$ cat config.mk
export PLATFORM = sky130hd
export DESIGN_NAME = mi4_ctrl
export DESIGN_NICKNAME = d
export VERILOG_FILES = /design/src/design/mi4_pkg.sv /design/src/design/mi4_ctrl.sv
export SDC_FILE = /design/constraint.sdc
export NUM_CORES = 1
export LEC_CHECK = 0
export ABC_CLOCK_PERIOD_IN_PS = 5220
export BUFFER_PORTS_ARGS = -buffer_cell sky130_fd_sc_hd__buf_4
export CAP_MARGIN = 15
export CELL_PAD_IN_SITES_DETAIL_PLACEMENT = 1
export CELL_PAD_IN_SITES_GLOBAL_PLACEMENT = 1
export CORE_AREA = 2 2 78 80
export DETAILED_ROUTE_END_ITERATION = 12
export DIE_AREA = 0 0 80 82
export PLACE_DENSITY = 0.81
export REMOVE_ABC_BUFFERS = 1
export SYNTH_ARGS = -nofsm -noshare
export SYNTH_HDL_FRONTEND = slang
export SYNTH_SLANG_ARGS = --single-unit
$ cat constraint.sdc
create_clock -name clock -period 5.22 [get_ports clock]
set_input_delay 0.522 -clock clock [delete_from_list [all_inputs] [get_ports clock]]
set_output_delay 0.522 -clock clock [all_outputs]
set_load 0.02 [all_outputs]
$ cat src/design/mi4_pkg.sv
`timescale 1ns / 1ps
// ----------------------------------------------------------------------------
// mi4_pkg: shared types and helpers for the 4x4 matrix inverse core
// Command and status structures between controller and datapath, and the
// cofactor term table (element indices and sign of each 3x3 product).
// ----------------------------------------------------------------------------
package mi4_pkg;

   localparam int DATA_WIDTH_DEF = 32;
   localparam int FRAC_BITS_DEF  = 16;
   localparam int TERMS          = 6;

   typedef enum logic [3:0] {
      OP_NONE,
      OP_LOAD_A,
      OP_MUL_AB,
      OP_MUL_C,
      OP_COF_WR,
      OP_MUL_D,
      OP_CHK,
      OP_DIV_INIT,
      OP_DIV_STEP,
      OP_OUT
   } op_type;

   typedef struct packed {
      op_type     op;
      logic       wr_en;
      logic       clr;
      logic [3:0] idx;
      logic [3:0] cidx;
      logic [1:0] part;
      logic       neg;
      logic       acc_en;
      logic       dacc_en;
      logic       last;
   } cmd_type;

   typedef struct packed {
      logic fell_back;
   } status_type;

   typedef struct packed {
      logic [3:0] a;
      logic [3:0] b;
      logic [3:0] c;
      logic       neg;
   } term_type;

   // term t of the signed cofactor k = row*4 + col
   function automatic term_type mi4_term(logic [3:0] k, logic [2:0] t);
      logic [1:0] r, c;
      logic [1:0] r0, r1, r2, c0, c1, c2;
      logic [1:0] pa, pb, pc;
      logic       odd;
      term_type   res;
      r  = k[3:2];
      c  = k[1:0];
      r0 = (r == 2'd0) ? 2'd1 : 2'd0;
      r1 = (r <= 2'd1) ? 2'd2 : 2'd1;
      r2 = (r <= 2'd2) ? 2'd3 : 2'd2;
      c0 = (c == 2'd0) ? 2'd1 : 2'd0;
      c1 = (c <= 2'd1) ? 2'd2 : 2'd1;
      c2 = (c <= 2'd2) ? 2'd3 : 2'd2;
      case (t)
         3'd0:    begin pa = c0; pb = c1; pc = c2; odd = 1'b0; end
         3'd1:    begin pa = c1; pb = c2; pc = c0; odd = 1'b0; end
         3'd2:    begin pa = c2; pb = c0; pc = c1; odd = 1'b0; end
         3'd3:    begin pa = c0; pb = c2; pc = c1; odd = 1'b1; end
         3'd4:    begin pa = c2; pb = c1; pc = c0; odd = 1'b1; end
         default: begin pa = c1; pb = c0; pc = c2; odd = 1'b1; end
      endcase
      res.a   = {r0, pa};
      res.b   = {r1, pb};
      res.c   = {r2, pc};
      res.neg = odd ^ r[0] ^ c[0];
      return res;
   endfunction

endpackage

$ cat src/design/mi4_ctrl.sv
`timescale 1ns / 1ps
// ----------------------------------------------------------------------------
// mi4_ctrl: sequencer for the 4x4 matrix inverse core
// Loads elements, steps the cofactor and determinant passes, runs the
// bit-serial divider per result and hands results to the output register.
// ----------------------------------------------------------------------------
module mi4_ctrl
   import mi4_pkg::*;
#(
   parameter int DIV_STEPS = 3 * DATA_WIDTH_DEF + 2 + FRAC_BITS_DEF
) (
   input  logic       clock,
   input  logic       reset,
   input  logic       req_tvalid,
   output logic       req_tready,
   input  logic       rsp_tready,
   output logic       rsp_tvalid,
   input  status_type status,
   output cmd_type    cmd
);

   localparam int SW = $clog2(DIV_STEPS);

   typedef enum logic [3:0] {
      S_LOAD, S_COF, S_COFWR, S_DET, S_DETEND, S_CHK, S_DIVI, S_DIV, S_OUT
   } state_type;

   state_type   state_ff, state_in;
   logic [3:0]  cnt_ff, cnt_in;
   logic [3:0]  k_ff, k_in;
   logic [2:0]  t_ff, t_in;
   logic [2:0]  ph_ff, ph_in;
   logic [3:0]  s_ff, s_in;
   logic [3:0]  e_ff, e_in;
   logic [SW-1:0] dcnt_ff, dcnt_in;
   logic        rsp_tvalid_ff, rsp_tvalid_in;
   term_type    term;

   assign term       = mi4_term(k_ff, t_ff);
   assign req_tready = (state_ff == S_LOAD);
   assign rsp_tvalid = rsp_tvalid_ff;

   always_comb begin
      cmd      = '0;
      cmd.op   = OP_NONE;
      state_in = state_ff;
      cnt_in   = cnt_ff;
      k_in     = k_ff;
      t_in     = t_ff;
      ph_in    = ph_ff;
      s_in     = s_ff;
      e_in     = e_ff;
      dcnt_in  = dcnt_ff;
      unique case (state_ff)
         S_LOAD: begin
            if (req_tvalid) begin
               cmd.wr_en = 1'b1;
               cmd.idx   = cnt_ff;
               cnt_in    = cnt_ff + 4'd1;
               if (cnt_ff == 4'd15) begin
                  cmd.clr  = 1'b1;
                  state_in = S_COF;
                  k_in     = 4'd0;
                  t_in     = 3'd0;
                  ph_in    = 3'd0;
               end
            end
         end
         S_COF: begin
            // five phases per triple product: a, a*b, lo*c, hi*c, last add
            case (ph_ff)
               3'd0: begin cmd.op = OP_LOAD_A; cmd.idx = term.a; end
               3'd1: begin cmd.op = OP_MUL_AB; cmd.idx = term.b; end
               3'd2: begin
                  cmd.op = OP_MUL_C; cmd.idx = term.c; cmd.part = 2'd0;
                  cmd.neg = term.neg;
               end
               3'd3: begin
                  cmd.op = OP_MUL_C; cmd.idx = term.c; cmd.part = 2'd1;
                  cmd.neg = term.neg; cmd.acc_en = 1'b1;
               end
               default: cmd.acc_en = 1'b1;
            endcase
            if (ph_ff == 3'd4) begin
               ph_in = 3'd0;
               if (t_ff == 3'(TERMS - 1)) begin
                  t_in     = 3'd0;
                  state_in = S_COFWR;
               end else begin
                  t_in = t_ff + 3'd1;
               end
            end else begin
               ph_in = ph_ff + 3'd1;
            end
         end
         S_COFWR: begin
            cmd.op   = OP_COF_WR;
            cmd.cidx = k_ff;
            k_in     = k_ff + 4'd1;
            if (k_ff == 4'd15) begin
               s_in     = 4'd0;
               state_in = S_DET;
            end else begin
               state_in = S_COF;
            end
         end
         S_DET: begin
            cmd.op      = OP_MUL_D;
            cmd.idx     = {2'b00, s_ff[3:2]};
            cmd.cidx    = {2'b00, s_ff[3:2]};
            cmd.part    = s_ff[1:0];
            cmd.dacc_en = (s_ff != 4'd0);
            s_in        = s_ff + 4'd1;
            if (s_ff == 4'd15) state_in = S_DETEND;
         end
         S_DETEND: begin
            cmd.dacc_en = 1'b1;
            state_in    = S_CHK;
         end
         S_CHK: begin
            cmd.op   = OP_CHK;
            e_in     = 4'd0;
            state_in = S_DIVI;
         end
         S_DIVI: begin
            if (status.fell_back) begin
               state_in = S_OUT;
            end else begin
               // result (i,j) takes cofactor (j,i)
               cmd.op   = OP_DIV_INIT;
               cmd.cidx = {e_ff[1:0], e_ff[3:2]};
               dcnt_in  = '0;
               state_in = S_DIV;
            end
         end
         S_DIV: begin
            cmd.op  = OP_DIV_STEP;
            dcnt_in = dcnt_ff + SW'(1);
            if (dcnt_ff == SW'(DIV_STEPS - 1)) state_in = S_OUT;
         end
         S_OUT: begin
            if (!rsp_tvalid_ff || rsp_tready) begin
               cmd.op   = OP_OUT;
               cmd.idx  = e_ff;
               cmd.last = (e_ff == 4'd15);
               e_in     = e_ff + 4'd1;
               state_in = (e_ff == 4'd15) ? S_LOAD : S_DIVI;
            end
         end
         default: state_in = S_LOAD;
      endcase
   end

   assign rsp_tvalid_in = (cmd.op == OP_OUT) ? 1'b1 :
                          (rsp_tready ? 1'b0 : rsp_tvalid_ff);

   always_ff @(posedge clock) begin
      if (reset) begin
         state_ff      <= S_LOAD;
         cnt_ff        <= '0;
         k_ff          <= '0;
         t_ff          <= '0;
         ph_ff         <= '0;
         s_ff          <= '0;
         e_ff          <= '0;
         dcnt_ff       <= '0;
         rsp_tvalid_ff <= 1'b0;
      end else begin
         state_ff      <= state_in;
         cnt_ff        <= cnt_in;
         k_ff          <= k_in;
         t_ff          <= t_in;
         ph_ff         <= ph_in;
         s_ff          <= s_in;
         e_ff          <= e_in;
         dcnt_ff       <= dcnt_in;
         rsp_tvalid_ff <= rsp_tvalid_in;
      end
   end

endmodule

Word level (Yosys, flattened, before mapping):

Index checks and enable logic that the tools add are counted.

* register bits after elaboration: 34
* latch bits: 0
* memory bits (writable): 0
* memory bits (read-only): 0
* input bits: 5
* output and inout bits: 22
* word-level logic and storage cells: 143
* memories: 0

* add/sub/neg operators: 7
* $mul: 0
* divide/modulo/power cells: 0
* magnitude comparators: 4
* equality and inequality tests: 32
* shift operators: 0
* multiplexer cells: 58
* bitwise operators: 2
* reduce and logical (&&, ||, !) cells: 31

Operators by type and width (count)
* $mux 4: 15
* $pmux 4 s9: 1
* $pmux 4 s7: 1
* $eq 4x4->1 const B: 6
* $pmux 4 s2: 3
* $pmux 4 s3: 2
* $mux 3: 7
* $pmux 2 s2: 5
* $add 4x1->4 const B: 4
* $eq 4x3->1 const B: 4
* $ne 2x2->1 const B: 8
* $pmux 4 s4: 1
* $pmux 7 s2: 1
* $reduce_or 2->1: 7
* $eq 3x2->1 const B: 4
* $pmux 3 s2: 2
* $reduce_bool 2->1: 6
* $mux 1: 11
* $mux 2: 5
* $eq 3x3->1 const B: 3
* $eq 4x2->1 const B: 2
* $reduce_and 2->1: 4
* $add 7x1->7 const B: 1
* $eq 7x7->1 const B: 1
* other kinds (21): 30

Depth between registers and ports, before layout:

* depth in word-level cells: 7
* depth in mapped cells: 8
* mapped depth without buffers: 7

Least setup slack after synthesis:

OpenSTA, ideal clock, no wires.

* path kind: register to output
* from: register state_ff[3]
* to: output port cmd[11] (netlist bit)
* data arrival time: 2115 ps
* required time: 4698 ps
* slack: 2583 ps
* stages on the path, launching flop included: 8
* path buffers: 2
* cell sequence: dfxtp_1 buf_4 nor4_2 and2_1 buf_2 a221o_1 a31oi_1 a21oi_1

RTL lines
* start: declaration: RTL line mi4_ctrl.sv:28 `state_type state_ff, state_in;`
* start signal: assignment: RTL line mi4_ctrl.sv:169 `state_ff <= state_in;`
* end: declaration: RTL line mi4_ctrl.sv:19 `output cmd_type cmd`

==> run summary <==
Outcome - finished clean
H-tree depth - 2
Final Cycle Share - 58.99%
Post-synthesis xor/xnor area fraction - 3.840%
Vias in the first global route - 2,398
Mux cell area share after synthesis - 0.7980%
Final Slew Violations - 0
Fin nets - 362
Post-synth EDFFs - 0
Die X - 80 microns
Most frequent cells in the layout - nor2_1 (40), dfxtp_1 (34), nand2_1 (28)
CP max-delay cell - dfxtp_1
Pwr/cell area - 362.0 nW/um^2
Post-Synth Simple-Gate Area - 31.02%
Core ar. - 5746 sq um
Worst path required time - 4.70 ns
Clk_skew - 0.01058 ns
Worst-path fanout max - 23
DRC - 0
HP Start - dcnt_ff[5]
Synth Flop Type - dfxtp_1
Sw power - 0.3916 mW
Vias/cell - 5.955
Vias - 2,489
1st-pass router iterations - 4
R2r setup slk - 2.78 ns
Count of different cell masters after synthesis - 55
Max transition margin - 37.40%
Initial Util - 43.66%
Final WL - 7.416 mm
Worst R2R End - state_ff[0]
Io pins - 27
Worst Setup Path Type - reg2out
Maximum VDD drop - 0.0001463 V
Clk_lat worst skew - 0.29 ns
1st-iter DRT viols - 113
Worst-path cell chain - nor4_2 > and2_1 > a221o_1 > a31oi_1 > a21oi_1 > buf_4
CTS Hold Bufs - 0
RSZ-0062 raised after global routing - no
Area Overhead vs Synth - 13.62%
Die area - 6560 sq um
First-pass GRT wire length - 11.98 mm
DRT antenna net count - 0
Pin count of the biggest net entering global routing - 35
Final TNS setup - 0 ns
Avg Synthesized Cell Area - 7.625 sq um
Layout cells sized above 1 - 12.24%
Placed cells - 410
CTS tree - yes
Synth warn - 0
Antenna violations before repair - 0
Share of the synthesized area in the top cell type - 27.13%
Clk slew on worst S/H paths - 0.08 ns
WHS - 0.4658 ns
Cell Int Power - 0.6402 mW
Port buffer count - 26
Seq pwr share - 32.8%
Seq/Total Area, Yosys - 27.13%
WP data arrival - 2.56 ns
R2R cell count - 5
Die H - 82 microns
Largest family of logic cells by synthesized area - simple AND/OR/NAND/NOR gates
Clock power frac - 30.1%
Final hold vios - 0
Switching share of power - 37.95%
Fmax - 0.3247 GHz
Leading cell type in the layout, fill and taps excluded - nor2_1
Number of CTS-inserted buffers - 5
Hold Path Stages - 1
Worst hold path endpoint - dcnt_ff[5]
Largest cells by area after synthesis - dfxtp_1 (27%), ha_1 (7.5%), nor2_1 (6.0%)
Combinational share of power - 37.1%
Min cycle time layout - 3.079 ns
Total GRT Usage - 23.51%
Syn Std Cell Area - 2509 sq um
CP Capture Type - output port
Async S/R FF share, synth - 0%
Compound-Gate Fraction of Synth Area - 23.14%
Final HPWL DP - 5.370 mm
Post-DR wirelength/cell - 17.74 microns
Clk buf depth - 2
Crit path largest cell delay - 0.94 ns
# fillers - 745
Clock root buffer master - clkbuf_8
GPL Wtd Cong - 0.8665
Tightest Pin Transition - 0.9377 ns
Final setup viols - 0
Cell Count, Final, Fillers Out - 418
Post-Synthesis Cells - 329
Max Cap Viol - 0
Pleak - 1.133 nW
Gr ovfl total - 0
Tightest Hold Check Type - reg2reg
CTS sink count - 34
# rows - 28
N_diodes - 0
Startpoint types - flop
RR Startpoint - state_ff[0]
Synth area leader - dfxtp_1
Flops & latches, synth - 34
Post-CTS setup buffer count - 0
Post-Synth Adder-Cell Area - 7.481%
Post-CTS sizing - 0
cell families after synthesis:
logic type,after synthesis
compound gates,86
xor+xnor,11
flops,34
buf+inv,39
simple gates,142
fa+ha+maj,15
mux,2
worst max-delay path, delay by kind of cell (launching register included):
family,cells,cell delay (ns)
compound gates,3,0.68
buf+inv,1,0.17
flops,1,0.94
simple gates,2,0.46
state kept, by name, summed over array words and instances, names as in the netlist:
signal	count
dcnt_ff	7
cnt_ff	4
e_ff	4
k_ff	4
s_ff	4
state_ff	4
ph_ff	3
t_ff	3
rsp_tvalid	1
cell type report:
| cell class | count | area, sq um | share of cell area, % |
|---|---|---|---|
| Tap cell | 75 | 93.84 | 3.292 |
| Clock inverter | 2 | 60.06 | 2.107 |
| Clock buffer | 6 | 82.58 | 2.897 |
| Inverter | 18 | 67.56 | 2.371 |
| Timing Repair Buffer | 27 | 202.7 | 7.111 |
| Sequential cell | 34 | 680.7 | 23.88 |
| Multi-Input combinational cell | 256 | 1663 | 58.34 |
routing by layer:
metal	share of wire, %	vias to the layer above	routed length, microns	global-route usage (%)
li1	-	1212	-	-
met1	46	1200	3393	30.43
met2	48	62	3579	39.42
met3	4.0	15	300	4.176
met4	1.9	0	142	8.136
met5	0	-	0	0
worst max-delay path by stage:
stage	from	to	slack (ns)	depth (start not counted)
global route	t_ff[1]	cmd[10]	2.00	8
global placement	state_ff[0]	cmd[11]	2.61	6
floorplan	state_ff[0]	cmd[11]	2.40	4
finish	state_ff[0]	cmd[11]	2.14	6
detailed placement	state_ff[0]	cmd[11]	2.53	6
CTS	state_ff[0]	cmd[11]	2.18	6
synth_stat cells (all sizes together), types with 5 or more instances:
cell type  count
ha            15
buf           10
xor2           7
nand2b         7
a22oi          5
o21ai         18
nand3b         5
clkbuf        11
nor2          40
a21oi         27
nor3          12
dfxtp         34
a31oi          5
nand3          7
nand4          7
or3            6
nor2b          8
nand2         28
and2           5
inv           18
power groups by stage:
stage          clock [mW]  combinational [mW]  sequential (mW)
4_1_cts             0.316               0.384            0.336
2_1_floorplan           0               0.262            0.328
3_5_place_dp            0               0.378            0.342
5_1_grt             0.325               0.418            0.344
6_report            0.311               0.383            0.338
3_3_place_gp            0               0.369            0.339
per-stage QoR:
stage	setup WS, ns	total power [mW]	cell area [sq um]	utilization [%]
2_1_floorplan	2.404	0.5897	2411	-
3_3_place_gp	2.605	0.7082	2708	47.13
3_5_place_dp	2.535	0.7203	2708	47.13
4_1_cts	2.182	1.037	2850	49.61
5_1_grt	1.997	1.087	2850	49.61
6_report	2.141	1.032	2850	49.61
No activity file was read; power rests on OpenSTA's default activity.
